[src/rhbm_pkg.sv]
`timescale 1ns / 1ps
// ----------------------------------------------------------------------------
// rhbm_pkg
// Shared types and constants for the bidirectional window matcher.
// ----------------------------------------------------------------------------
package rhbm_pkg;

	localparam int MAX_PATTERN = 16;
	localparam int MAX_TEXT    = 1024;
	localparam int BYTE_W      = 8;
	localparam int LEN_W       = 5;
	localparam int PIDX_W      = $clog2(MAX_PATTERN);
	localparam int IDX_W       = 10;
	localparam int POS_MAX     = MAX_TEXT + MAX_PATTERN;
	localparam int POS_W       = $clog2(POS_MAX + 1);
	localparam int CFG_DATA_W  = 64;
	localparam int CFG_IDX_W   = 2;
	localparam int QDEPTH      = 4;
	localparam int QPTR_W      = $clog2(QDEPTH);
	localparam int QCNT_W      = $clog2(QDEPTH + 1);

	typedef enum logic [CFG_IDX_W-1:0] {
		REG_PAT_LOW  = 2'd0,
		REG_PAT_HIGH = 2'd1,
		REG_PAT_LEN  = 2'd2
	} rhbm_reg_t;

	typedef struct packed {
		logic [BYTE_W-1:0] text_byte;
		logic              last_byte;
	} rhbm_in_t;

	typedef struct packed {
		logic             found;
		logic [IDX_W-1:0] start_index;
		logic             reversed_match;
	} rhbm_out_t;

	typedef struct packed {
		logic             norm_hit;
		logic             rev_hit;
		logic [IDX_W-1:0] start;
		logic             last;
	} rhbm_rec_t;

endpackage

[src/rolling_hash_bidirectional_matcher_core.sv]
`timescale 1ns / 1ps
// ----------------------------------------------------------------------------
// rolling_hash_bidirectional_matcher_core
// Streaming search for a pattern of up to 16 bytes or its reverse; one
// result per text, given on its final byte.
// ----------------------------------------------------------------------------
//  channel  | signals                        | item
//  in       | in_valid / in_ready / in_data   | one text byte, final-byte flag
//  out      | out_valid / out_ready / out_data| found, start index, direction
//  cfg      | cfg_we / cfg_index / cfg_wdata  | pattern low, high, length
//
//  One byte per cycle while the record queue has room; window compare done in the accept cycle.
//  The final byte's record passes through the record queue, then the result is registered.
//  A four-entry record queue decouples input from a stalled output.
//  Reset clears the window, position, match flags and pattern bytes, and sets the length to 1.
// ----------------------------------------------------------------------------
module rolling_hash_bidirectional_matcher_core (
	input  logic                          clk,
	input  logic                          arst_n,
	input  logic                          cfg_we,
	input  logic [rhbm_pkg::CFG_IDX_W-1:0]  cfg_index,
	input  logic [rhbm_pkg::CFG_DATA_W-1:0] cfg_wdata,
	input  logic                          in_valid,
	output logic                          in_ready,
	input  rhbm_pkg::rhbm_in_t            in_data,
	output logic                          out_valid,
	input  logic                          out_ready,
	output rhbm_pkg::rhbm_out_t           out_data
);
	import rhbm_pkg::*;

	logic      push;
	logic      push_ready;
	rhbm_rec_t push_data;
	logic      pop;
	logic      pop_valid;
	rhbm_rec_t pop_data;

	rhbm_front u_front (
		.clk       (clk),
		.arst_n    (arst_n),
		.cfg_we    (cfg_we),
		.cfg_index (cfg_index),
		.cfg_wdata (cfg_wdata),
		.in_valid  (in_valid),
		.in_ready  (in_ready),
		.in_data   (in_data),
		.rec_push  (push),
		.rec_data  (push_data),
		.rec_ready (push_ready)
	);

	rhbm_queue u_queue (
		.clk        (clk),
		.arst_n     (arst_n),
		.push       (push),
		.push_data  (push_data),
		.push_ready (push_ready),
		.pop        (pop),
		.pop_valid  (pop_valid),
		.pop_data   (pop_data)
	);

	rhbm_back u_back (
		.clk       (clk),
		.arst_n    (arst_n),
		.rec_valid (pop_valid),
		.rec_data  (pop_data),
		.rec_pop   (pop),
		.out_valid (out_valid),
		.out_ready (out_ready),
		.out_data  (out_data)
	);

endmodule

[src/rhbm_front.sv]
`timescale 1ns / 1ps
// ----------------------------------------------------------------------------
// rhbm_front
// Accepts text bytes, shifts the window and classifies each window position
// against the pattern and its reverse.
// ----------------------------------------------------------------------------
module rhbm_front (
	input  logic                          clk,
	input  logic                          arst_n,
	input  logic                          cfg_we,
	input  logic [rhbm_pkg::CFG_IDX_W-1:0]  cfg_index,
	input  logic [rhbm_pkg::CFG_DATA_W-1:0] cfg_wdata,
	input  logic                          in_valid,
	output logic                          in_ready,
	input  rhbm_pkg::rhbm_in_t            in_data,
	output logic                          rec_push,
	output rhbm_pkg::rhbm_rec_t           rec_data,
	input  logic                          rec_ready
);
	import rhbm_pkg::*;

	logic [2*CFG_DATA_W-1:0] pat_q;
	logic [LEN_W-1:0]        len_cfg_q;
	logic [BYTE_W-1:0]       win_q [MAX_PATTERN];
	logic [BYTE_W-1:0]       win_next [MAX_PATTERN];
	logic [POS_W-1:0]        pos_q;
	logic [LEN_W-1:0]        len_eff;
	logic [MAX_PATTERN-1:0]  eq_n;
	logic [MAX_PATTERN-1:0]  eq_r;
	logic [MAX_PATTERN-1:0]  mask;
	logic [POS_W:0]          pos1;
	logic [POS_W:0]          start_w;
	logic                    in_window;
	logic                    accept;

	assign in_ready = rec_ready;
	assign accept   = in_valid && in_ready;
	assign rec_push = accept;

	always_ff @(posedge clk or negedge arst_n) begin
		if (!arst_n) begin
			pat_q     <= '0;
			len_cfg_q <= LEN_W'(1);
		end else if (cfg_we) begin
			case (cfg_index)
				REG_PAT_LOW:  pat_q[CFG_DATA_W-1:0] <= cfg_wdata;
				REG_PAT_HIGH: pat_q[2*CFG_DATA_W-1:CFG_DATA_W] <= cfg_wdata;
				REG_PAT_LEN:  len_cfg_q <= cfg_wdata[LEN_W-1:0];
				default: ;
			endcase
		end
	end

	always_comb begin
		if (len_cfg_q == '0)
			len_eff = LEN_W'(1);
		else if (len_cfg_q > LEN_W'(MAX_PATTERN))
			len_eff = LEN_W'(MAX_PATTERN);
		else
			len_eff = len_cfg_q;
	end

	always_comb begin
		win_next[0] = in_data.text_byte;
		for (int i = 1; i < MAX_PATTERN; i++)
			win_next[i] = win_q[i-1];
	end

	always_comb begin
		for (int k = 0; k < MAX_PATTERN; k++) begin
			mask[k] = LEN_W'(k) < len_eff;
			eq_r[k] = win_next[k] == pat_q[k*BYTE_W +: BYTE_W];
			eq_n[k] = win_next[k] ==
				pat_q[PIDX_W'(len_eff - LEN_W'(1) - LEN_W'(k))*BYTE_W +: BYTE_W];
		end
	end

	assign pos1      = {1'b0, pos_q} + (POS_W+1)'(1);
	assign start_w   = pos1 - (POS_W+1)'(len_eff);
	assign in_window = (pos1 >= (POS_W+1)'(len_eff)) && (start_w < (POS_W+1)'(MAX_TEXT));

	always_comb begin
		rec_data.norm_hit = in_window && (&(eq_n | ~mask));
		rec_data.rev_hit  = in_window && (&(eq_r | ~mask));
		rec_data.start    = start_w[IDX_W-1:0];
		rec_data.last     = in_data.last_byte;
	end

	always_ff @(posedge clk or negedge arst_n) begin
		if (!arst_n) begin
			pos_q <= '0;
			for (int i = 0; i < MAX_PATTERN; i++)
				win_q[i] <= '0;
		end else if (accept) begin
			if (in_data.last_byte) begin
				pos_q <= '0;
				for (int i = 0; i < MAX_PATTERN; i++)
					win_q[i] <= '0;
			end else begin
				if (pos_q < POS_W'(POS_MAX))
					pos_q <= pos_q + POS_W'(1);
				for (int i = 0; i < MAX_PATTERN; i++)
					win_q[i] <= win_next[i];
			end
		end
	end

endmodule

[src/rhbm_queue.sv]
`timescale 1ns / 1ps
// ----------------------------------------------------------------------------
// rhbm_queue
// Short record queue between the classifier and the result tracker.
// ----------------------------------------------------------------------------
module rhbm_queue (
	input  logic                clk,
	input  logic                arst_n,
	input  logic                push,
	input  rhbm_pkg::rhbm_rec_t push_data,
	output logic                push_ready,
	input  logic                pop,
	output logic                pop_valid,
	output rhbm_pkg::rhbm_rec_t pop_data
);
	import rhbm_pkg::*;

	rhbm_rec_t         mem_q [QDEPTH];
	logic [QPTR_W-1:0] wr_ptr_q;
	logic [QPTR_W-1:0] rd_ptr_q;
	logic [QCNT_W-1:0] count_q;
	logic              do_push;
	logic              do_pop;

	assign push_ready = count_q != QCNT_W'(QDEPTH);
	assign pop_valid  = count_q != '0;
	assign pop_data   = mem_q[rd_ptr_q];
	assign do_push    = push && push_ready;
	assign do_pop     = pop && pop_valid;

	always_ff @(posedge clk) begin
		if (do_push)
			mem_q[wr_ptr_q] <= push_data;
	end

	always_ff @(posedge clk or negedge arst_n) begin
		if (!arst_n) begin
			wr_ptr_q <= '0;
			rd_ptr_q <= '0;
			count_q  <= '0;
		end else begin
			if (do_push)
				wr_ptr_q <= wr_ptr_q + QPTR_W'(1);
			if (do_pop)
				rd_ptr_q <= rd_ptr_q + QPTR_W'(1);
			if (do_push && !do_pop)
				count_q <= count_q + QCNT_W'(1);
			else if (do_pop && !do_push)
				count_q <= count_q - QCNT_W'(1);
		end
	end

	a_count_bound: assert property (@(posedge clk) disable iff (!arst_n)
		count_q <= QCNT_W'(QDEPTH))
		else $error("queue count above depth");

endmodule

[src/rhbm_back.sv]
`timescale 1ns / 1ps
// ----------------------------------------------------------------------------
// rhbm_back
// Tracks the first match of each direction and forms the result on the
// final byte of a text.
// ----------------------------------------------------------------------------
module rhbm_back (
	input  logic                clk,
	input  logic                arst_n,
	input  logic                rec_valid,
	input  rhbm_pkg::rhbm_rec_t rec_data,
	output logic                rec_pop,
	output logic                out_valid,
	input  logic                out_ready,
	output rhbm_pkg::rhbm_out_t out_data
);
	import rhbm_pkg::*;

	logic             norm_seen_q;
	logic [IDX_W-1:0] norm_idx_q;
	logic             rev_seen_q;
	logic [IDX_W-1:0] rev_idx_q;
	logic             out_valid_q;
	rhbm_out_t        out_q;
	logic             norm_any;
	logic             rev_any;
	logic [IDX_W-1:0] norm_idx;
	logic [IDX_W-1:0] rev_idx;

	assign out_valid = out_valid_q;
	assign out_data  = out_q;
	assign rec_pop   = rec_valid && (!rec_data.last || !out_valid_q || out_ready);

	assign norm_any = norm_seen_q || rec_data.norm_hit;
	assign rev_any  = rev_seen_q || rec_data.rev_hit;
	assign norm_idx = norm_seen_q ? norm_idx_q : rec_data.start;
	assign rev_idx  = rev_seen_q ? rev_idx_q : rec_data.start;

	always_ff @(posedge clk or negedge arst_n) begin
		if (!arst_n) begin
			norm_seen_q <= 1'b0;
			rev_seen_q  <= 1'b0;
			out_valid_q <= 1'b0;
		end else begin
			if (out_valid_q && out_ready)
				out_valid_q <= 1'b0;
			if (rec_pop) begin
				if (rec_data.last) begin
					out_valid_q <= 1'b1;
					norm_seen_q <= 1'b0;
					rev_seen_q  <= 1'b0;
				end else begin
					norm_seen_q <= norm_any;
					rev_seen_q  <= rev_any;
				end
			end
		end
	end

	always_ff @(posedge clk) begin
		if (rec_pop && !rec_data.last) begin
			norm_idx_q <= norm_idx;
			rev_idx_q  <= rev_idx;
		end
		if (rec_pop && rec_data.last) begin
			if (norm_any) begin
				out_q.found          <= 1'b1;
				out_q.start_index    <= norm_idx;
				out_q.reversed_match <= 1'b0;
			end else if (rev_any) begin
				out_q.found          <= 1'b1;
				out_q.start_index    <= rev_idx;
				out_q.reversed_match <= 1'b1;
			end else begin
				out_q.found          <= 1'b0;
				out_q.start_index    <= '0;
				out_q.reversed_match <= 1'b0;
			end
		end
	end

	a_none_zero: assert property (@(posedge clk) disable iff (!arst_n)
		out_valid_q && !out_q.found |-> out_q.start_index == '0 && !out_q.reversed_match)
		else $error("not-found result carries index or direction");

	a_rev_found: assert property (@(posedge clk) disable iff (!arst_n)
		out_valid_q && out_q.reversed_match |-> out_q.found)
		else $error("reversed flag without a match");

	a_result_src: assert property (@(posedge clk) disable iff (!arst_n)
		$rose(out_valid_q) |-> $past(rec_pop && rec_data.last))
		else $error("result raised without a final record");

endmodule

[config.mk]
export PLATFORM = sky130hd
export DESIGN_NAME = rolling_hash_bidirectional_matcher_core
export DESIGN_NICKNAME = d
export VERILOG_FILES = /design/src/rhbm_pkg.sv /design/src/rolling_hash_bidirectional_matcher_core.sv /design/src/rhbm_front.sv /design/src/rhbm_queue.sv /design/src/rhbm_back.sv
export SDC_FILE = /design/constraint.sdc
export NUM_CORES = 1
export LEC_CHECK = 0
export BUFFER_PORTS_ARGS = -buffer_cell sky130_fd_sc_hd__buf_2
export CELL_PAD_IN_SITES_DETAIL_PLACEMENT = 0
export CELL_PAD_IN_SITES_GLOBAL_PLACEMENT = 1
export CORE_MARGIN = 2
export CORE_UTILIZATION = 50
export CTS_BUF_LIST = sky130_fd_sc_hd__clkbuf_2 sky130_fd_sc_hd__clkbuf_4 sky130_fd_sc_hd__clkbuf_8
export DETAILED_ROUTE_END_ITERATION = 7
export PLACE_DENSITY_LB_ADDON = 0.1
export SETUP_SLACK_MARGIN = 0.15
export SLEW_MARGIN = 20
export SYNTH_ARGS = -nofsm -noshare
export SYNTH_HDL_FRONTEND = slang
export SYNTH_SLANG_ARGS = --single-unit
[constraint.sdc]
create_clock -name clk -period 7.9 [get_ports clk]
set_clock_uncertainty 0.05 [all_clocks]
set_input_delay 0 -clock clk [delete_from_list [all_inputs] [get_ports clk]]
set_output_delay 0 -clock clk [all_outputs]
set_load 0.02 [all_outputs]
* After elaboration in Yosys (flattened, before gate mapping)
Memory sizes are Yosys's and may differ from the RTL's.
Index checks and enable logic that the tools add are counted.
W data, S select, Z words.
** Word-level totals
- Flip-flop bits (word level) :: 306
- Bits in writable memories :: 52
- Input bits :: 80
- Output and inout port bits :: 14
- Logic and storage cells :: 177
- Memories :: 1
** Operators by class
- $add $sub $neg :: 23
- Order comparisons :: 20
- Equal/unequal tests :: 35
- Shift-type cells :: 16
- Multiplexer cells :: 18
- Bitwise operators :: 3
- Reduce and logical (&&, ||, !) cells :: 31
** Memory list
- u_queue.mem_q :: words 4, bits a word 13, rd ports 1, clocked after memory_dff 0, wr ports 1, RTL line rhbm_queue.sv:18 : rhbm_rec_t mem_q [QDEPTH];
** Operators by type and width (count)
- $shiftx A128 B8 Y8 :: 16
- $eq A8 B8 Y1 :: 32
- $mux W128 :: 1
- $lt A4 B5 Y1 const A :: 8
- $mux W11 :: 3
- $or A16 B16 Y16 :: 2
- $reduce_and A16 Y1 :: 2
- $sub A4 B4 Y4 const B :: 8
- $lt A3 B5 Y1 const A :: 4
- $mux W10 :: 2
- $not A16 Y16 :: 1
- $sub A4 B3 Y4 const B :: 4
- $add A11 B1 Y12 const B :: 1
- $ge A12 B5 Y1 :: 1
- $logic_and A1 B1 Y1 :: 12
- $lt A12 B11 Y1 const B :: 1
- $mux W12 :: 1
- $sub A12 B5 Y12 :: 1
- $add A11 B1 Y11 const B :: 1
- $lt A11 B11 Y1 const B :: 1
- $lt A1 B5 Y1 const A :: 2
- $lt A2 B5 Y1 const A :: 2
- $mux W5 :: 2
- $reduce_and A2 Y1 :: 4
- other kinds (17) :: 34

* Depth between registers and ports, before layout
Gate-level depths: netlist (run 1).
- Depth in word-level cells :: 10
- Gate-level depth with buffers :: 20
- Gate-level depth less buffers :: 15

* By module
A second synthesis (run 1) with hierarchy kept.
** Unflattened totals
- Cells, all modules :: 2030
- Area, all modules :: 23809.1 um^2
** Modules (own cells, without submodules)
- rhbm_front :: times used 1, cells each 1819, area each 19862.8 um^2, seq. area each 6607.6 um^2
- rhbm_queue :: times used 1, cells each 103, area each 2321.0 um^2, seq. area each 1736.7 um^2
- rhbm_back :: times used 1, cells each 108, area each 1625.3 um^2, seq. area each 1036.0 um^2

* Worst setup path after synthesis (run 1)
OpenSTA, ideal clock, no wires.
- Path kind :: register to register
- Start point :: register u_front.len_cfg_q[4]
- End point :: memory u_queue.mem_q[0][12] (netlist name) (data pin)
- Setup time :: 0.206 ns
- Arrival :: 5.821 ns
- Data required time :: 7.644 ns
- Path slack :: 1.823 ns
- Cell stages (with the launch flop) :: 20
- Buffers on the path :: 7
- Clock period less this slack :: 6.077 ns
- Path through :: dfrtp_1 > buf_2 > inv_1 > nand2_1 > clkbuf_1 > clkbuf_1 > clkbuf_1 > ha_1 > clkbuf_1 > clkinv_1 > buf_1 > ha_1 > xnor2_1 > clkbuf_1 > mux4_2 > xor2_1 > nor4_1 > a21oi_1 > or4_1 > nor4_2
** RTL lines
- from (decl) :: RTL line rhbm_front.sv:23 : logic [LEN_W-1:0] len_cfg_q;
- from (signal assigned) :: RTL line rhbm_front.sv:48 : REG_PAT_LEN: len_cfg_q <= cfg_wdata[LEN_W-1:0];
- to (decl) :: RTL line rhbm_queue.sv:18

==> metrics, run 1 <==
Final Hold Slack=0.0359 ns; htree depth=2; GRT busiest layer=met2; commonest non-fill, non-tap cell in the layout=nand2_1; CTS resizes=0; setup ws final=1.04 ns; P per Cell Area=382 nW/um^2; initial antenna violation count=3; Worst EP arrival=7.20 ns; GRT overflow=0; main combinational cell family by area after synthesis=multiplexers; Seq/Total Area, Yosys=39.5%; Post-synth EDFFs=84; Residual DRC=0; synthesized net count=2,264; relative slew slack=21.0%; worst-margin pin slew=1.18 ns; Longest Clk Path Bufs=3; # nets final=2,404; HP Class=in2reg; Worst setup EP type=flip-flop; TritonCTS Buffers=60; first-pass GRT wire length=139,000 um; critical path class=reg2reg; post-DR wirelength/cell=32.7 um; Vias=19.7k; FMAX=146 MHz; die height=222 um; critical path peak fanout=36; Finished Cell Area=27,100 um^2; total power=10.3 mW; Final Hold Viols=0; core area=46,700 um^2; Final min period=6.86 ns; met3 Usage GRT=7.59%; RSZ-0062 raised after global routing=false; Synth Area in Simple Gates=10.6%; # rows=79; Synth Area in Adders=1.22%; hpwl dp=73,000 um; post-place instance area=24,800 um^2; io pins=94; met2 Use GR=60.0%; Unique masters post-synth=60; flops & latches, synth=358; ys async rst share=76.5%; leak pwr=11.0 nW; mux cell area share after synthesis=26.2%; clk_lat worst skew=0.69 ns; root buf cell=clkbuf_8; GP Congestion=1.11; Worst VDD drop=0.177 mV; Initial DRC Count=2,139; max cap viols=0; TritonCTS clock tree=done; Die Area=49,200 um^2; synthesis-to-finish area growth=14.1%; Startpoint Class=flip-flop; Setup violations, final=0; synthesized instance count=2,162; # fillers=3,910; Post-synth top flop=dfrtp_1; n_diodes=0; die extent in x=222 um; period utilisation layout=86.9%; vias in the first global route=19.4k; Initial Utilization=50.9%; Final Max Slew Viols=0; CTS Sinks=358; Yosys Warn Count=0; vias per cell=6.65; most frequent cells in the layout=313 x nand2_1, 273 x dfrtp_1, 214 x o21ai_0; layout cells sized above 1=26.2%; GRT met1 Usage=51.5%; compound-cell area share of the yosys netlist=9.67%; status=finished, final reports clean; Setup Total Neg Slack=0 ns; Clock Pin Slew Worst Setup and Hold Paths=0.06 ns; Post-Route WL=96,800 um; Synth Area in XOR/XNOR=10.1%; pin count of the biggest net entering global routing=113; mean post-synth cell area=11.0 um^2; post-synthesis cell area=23,700 um^2; CP required=8.24 ns; GRT Total Usage=39.4%; # port buffers=93; First-pass DRT Iterations=6; Setup WS pre-CTS=1.36 ns; antenna-violating nets left=0
## through the flow
| step | cells | util, % |
|---|---|---|
| 3_5_place_dp | 2760 | 53.1 |
| 5_1_grt | 2959 | 58.0 |
| 3_3_place_gp | 2760 | 53.1 |
| 4_1_cts | 2959 | 58.0 |
| 2_1_floorplan | 2162 | - |
| 6_report | 2959 | 58.0 |
## cell families (layout without fill, tap and decap cells)
family / count (synthesis) / in the layout
buf+inv: 161 / 351
mux: 410 / 410
compound gates: 383 / 383
fa+ha+maj: 22 / 22
simple gates: 555 / 555
xor+xnor: 273 / 273
flops: 358 / 358
## layer usage
layer / routed length (um) / up-vias
met3: 8320 / 324
met1: 37500 / 9813
met5: 26 / -
li1: - / 8311
met4: 7710 / 4
met2: 43200 / 1230
## cells in the mapped netlist (23+ instances only)
cell type / count / share of area (%)
a21oi_1: 33 / 0.70
a22o_1: 23 / 0.85
a22oi_1: 55 / 1.7
clkbuf_1: 110 / 1.7
dfrtp_1: 273 / 29
edfxtp_1: 84 / 11
mux2_2: 196 / 9.3
mux2i_1: 65 / 2.7
mux4_2: 149 / 14
nand2_1: 315 / 5.0
nand3_1: 77 / 1.6
nand4_1: 29 / 0.76
nor2_1: 38 / 0.60
nor4_1: 42 / 1.1
o21ai_0: 214 / 4.5
xnor2_1: 103 / 3.8
xor2_1: 169 / 6.2
## path summary, 6_finish.rpt
path                                            from                    to  slack (ns)  cells past startpoint
worst max register to register  u_front.len_cfg_q[4]  u_queue.mem_q[2][12]        1.04                     13
min in group asynchronous                     arst_n     u_front.pos_q[10]        0.45                      4
worst min-delay path                   cfg_wdata[39]    u_front.pat_q[103]        0.04                      3
max in group asynchronous                     arst_n  u_front.win_next[57]        5.74                      5
worst min register to register    u_queue.count_q[2]    u_queue.count_q[2]        0.48                      1
worst max-delay path            u_front.len_cfg_q[4]  u_queue.mem_q[2][12]        1.04                     13
## critical path: stages, from the launching register on
cell and delay, ns:
dfrtp_1 0.97, nand2b_1 0.90, nand2_4 0.13, inv_4 0.09, buf_4 0.51, buf_4 0.63, mux2_2 0.46, o21ai_0 0.65
mux4_2 0.38, xnor2_1 0.06, nor4_1 0.36, a21oi_1 0.16, or4_1 0.55, nor4_2 0.60
## layout make-up
class	instances	area (um^2)	area share (%)
inverters	20	80.1	0.296
well taps	607	759	2.81
multi-input cells	1643	13800	51.0
clock inverters	30	347	1.28
flip-flops and latches	358	9380	34.7
clock buffers	82	1050	3.87
repair buffers	219	1660	6.13
## report_power, final
part	internal, mW	total [mW]	leakage (nW)	switching, mW
sequential	2.38	2.96	4.28	0.576
combinational	2.32	5.50	5.96	3.17
clock	1.08	1.89	0.724	0.817
total	5.78	10.3	11.0	4.56
## flip-flops by register name, summed over array words and instances, names as in the netlist
| name | cells |
|---|---|
| u_queue.count_q | 3 |
| u_queue.wr_ptr_q | 2 |
| u_front.win_next | 120 |
| u_front.pat_q | 128 |
| u_back.norm_seen_q | 1 |
| u_back.out_data | 12 |
| u_back.norm_idx_q | 10 |
| u_back.out_valid | 1 |
| u_front.pos_q | 11 |
| u_queue.rd_ptr_q | 2 |
| u_front.len_cfg_q | 5 |
| u_back.rev_seen_q | 1 |
| u_queue.mem_q | 52 |
| u_back.rev_idx_q | 10 |
## timing repair
item                                   CTS  global route
endpoints found under the hold margin  300             0
hold buffers                            87             0
setup buffers                            0             0
Power figures use the tool's default switching activity.
==> inputs of run 2 (changes only) <==
clock period = 6.6 ns   (was 7.9 ns; I/O delays follow)
==> run 2 against run 1 <==
  * Maximum frequency up 14%
  * Final area about the same
  * Sequential power is 18% higher
  * Global-route usage shrank 0.90 points
  * Count of clock-buffer cells in the layout increased by 6
  * Wire length fell by 2.1%
  * Total power is 18% higher
  * Largest power group unchanged
  * First-iteration DRC count rose by 10%
  * Cell count increased by 0.34%
  * Non-clock buffer count grew 10
  * Via count rose by 0.18%
  * Highest routed layer is now met4
==> metrics, run 2 (synthesis results as in run 1) <==
status=finished, final reports clean; vias per cell=6.64 (-0.15%); P per Cell Area=450 nW/um^2 (+18%); HP Class=in2reg; leak pwr=11.0 nW (+0.10%); hpwl dp=72,100 um (-1.4%); Worst VDD drop=0.229 mV (+30%); setup bufs post-CTS=0 (unchanged); first-pass GRT wire length=135,000 um (-2.5%); combinational power share=53.8% (+0.7 points); RSZ-0062 raised after global routing=false; clock group share of total power=17.5% (-0.8 points); GP Congestion=1.06 (-4.3%); Startpoint Class=flip-flop; Final min period=6.02 ns (-0.841 ns); clk_lat worst skew=0.70 ns (about the same); First-pass DRT Iterations=6 (unchanged); hold-fix buffers at CTS=96 (+10%); Die Area=49,200 um^2 (unchanged); root buf cell=clkbuf_8; die height=222 um (unchanged); max cap viols=0 (unchanged); relative slew slack=32.9% (+12 points); DP Cell Count=2,761 (+0.036%); GRT busiest layer=met2; R2R depth=16 (+3); met3 Usage GRT=6.08% (-1.5 points); pin count of the biggest net entering global routing=146 (+29%); Residual DRC=0 (unchanged); period utilisation layout=91.3% (+4.4 points); Final Hold Viols=0 (unchanged); critical path peak fanout=24 (-33%); core area=46,700 um^2 (unchanged); switching share of power=43.9% (-0.18 points); Worst setup EP type=flip-flop; Initial DRC Count=2,355 (+10%); Post-Route WL=94,700 um (-2.1%); met2 Use GR=59.7% (-0.39 points); # fillers=3,906 (-0.10%); Initial Utilization=50.9% (unchanged); die extent in x=222 um (unchanged); worst hold path startpoint=cfg_wdata[38]; Largest Register=u_front.pat_q; CTS resizes=0 (unchanged); FMAX=166 MHz (+14%); P_int=6.83 mW (+18%); htree depth=2 (unchanged); sw power=5.35 mW (+17%); GRT met1 Usage=50.7% (-0.79 points); Longest Clk Path Bufs=3 (unchanged); # nets final=2,414 (+0.42%); antenna-violating nets left=0 (unchanged); RR Startpoint=u_front.len_cfg_q[4]; layout cells sized above 1=25.9% (-0.37 points); n_diodes=0 (unchanged); GRT overflow=0 (unchanged); Worst EP arrival=6.40 ns (-0.80 ns); max FFs per register=128 (unchanged); total power=12.2 mW (+18%); Final Non-Filler Cells=2,969 (+0.34%); CTS Sinks=358 (unchanged); CP required=6.98 ns (-1.26 ns); Setup Total Neg Slack=0 ns (unchanged); initial antenna violation count=0 (-3); TritonCTS Buffers=60 (unchanged); Clock Pin Slew Worst Setup and Hold Paths=0.06 ns (about the same); most frequent cells in the layout=313 x nand2_1, 273 x dfrtp_1, 214 x o21ai_0; vias in the first global route=18.9k (-2.8%); critical path class=reg2reg; Vias=19.7k (+0.18%); post-DR wirelength/cell=31.9 um (-2.4%); Final Max Slew Viols=0 (unchanged); Hold Path Depth=3 (unchanged); sequential power share=28.7% (about the same); GRT Total Usage=38.5% (-0.90 points); io pins=94 (unchanged); post-place instance area=24,800 um^2 (about the same); # port buffers=93 (unchanged); TritonCTS clock tree=done; worst-margin pin slew=1.00 ns (-0.181 ns); CP startpoint=u_front.len_cfg_q[4]; synthesis-to-finish area growth=14.2% (about the same); # rows=79 (unchanged); Setup violations, final=0 (unchanged); commonest non-fill, non-tap cell in the layout=nand2_1; Finished Cell Area=27,100 um^2 (about the same)
## run 2: cell types whose count changed in the layout (fill, tap and decap cells not counted), moves of 2 or more
cell,previous run,this run
clkinv_1,4,10
clkinv_4,0,2
xnor2_4,0,2
clkinvlp_4,5,1
clkbuf_8,69,67
clkinv_2,13,8
dlygate4sd3_1,86,95
bufinv_16,6,3
xnor2_2,3,1
clkbuf_4,13,21
## run 2: stage by stage
| stage | hold WS, ns | util, % | worst slack (ns) |
|---|---|---|---|
| after CTS | 0.00366 | 58.0 | 0.740 |
| after detailed placement | -0.100 | 53.1 | 0.707 |
| after global routing | 0.0241 | 58.1 | 0.429 |
| after global placement | -0.105 | 53.1 | 0.900 |
| after floorplan | -0.346 | - | 0.523 |
| final | 0.0456 | 58.1 | 0.577 |
## run 2: path summary, 6_finish.rpt
kind / to / slack (ns)
min: u_front.pat_q[38] / 0.05
min reg2reg: u_queue.count_q[2] / 0.48
min in group asynchronous: u_queue.wr_ptr_q[0] / 0.41
max in group asynchronous: u_front.win_next[100] / 5.14
max reg2reg: u_queue.mem_q[1][12] / 0.58
max: u_queue.mem_q[1][12] / 0.58
## run 2: worst max-delay path: stages (launching register included)
cell,delay (ns)
dfrtp_1,0.42
buf_4,0.28
inv_1,0.14
nand2_4,0.35
ha_1,0.29
inv_1,0.07
a211oi_1,0.54
nor2_2,0.20
buf_4,0.27
xnor2_2,0.74
buf_4,0.33
mux2i_1,0.31
xnor2_1,0.10
nor4_1,0.41
a21oi_1,0.20
or4_1,0.54
nor4_2,0.51
## run 2: power groups by stage
stage	Sequential (mW)	Clock, mW	Combinational, mW
detailed placement	3.50	0	6.32
CTS	3.46	2.17	6.39
floorplan	3.21	0	4.51
finish	3.49	2.13	6.56
global placement	3.48	0	6.23
global route	3.51	2.28	6.86
## run 2: routing by layer
layer	share of wire [%]	routed length, um
met1	39	37100
met2	45	42400
met3	8.5	8050
met4	7.6	7170
met5	0	0
## run 2: layout make-up
class | count | area (um^2) | area share (%)
clock buffers | 88 | 1080 | 3.99
multi-input cells | 1643 | 13800 | 51.0
repair buffers | 229 | 1770 | 6.52
flip-flops and latches | 358 | 9380 | 34.6
inverters | 20 | 80.1 | 0.296
clock inverters | 24 | 223 | 0.822
well taps | 607 | 759 | 2.80
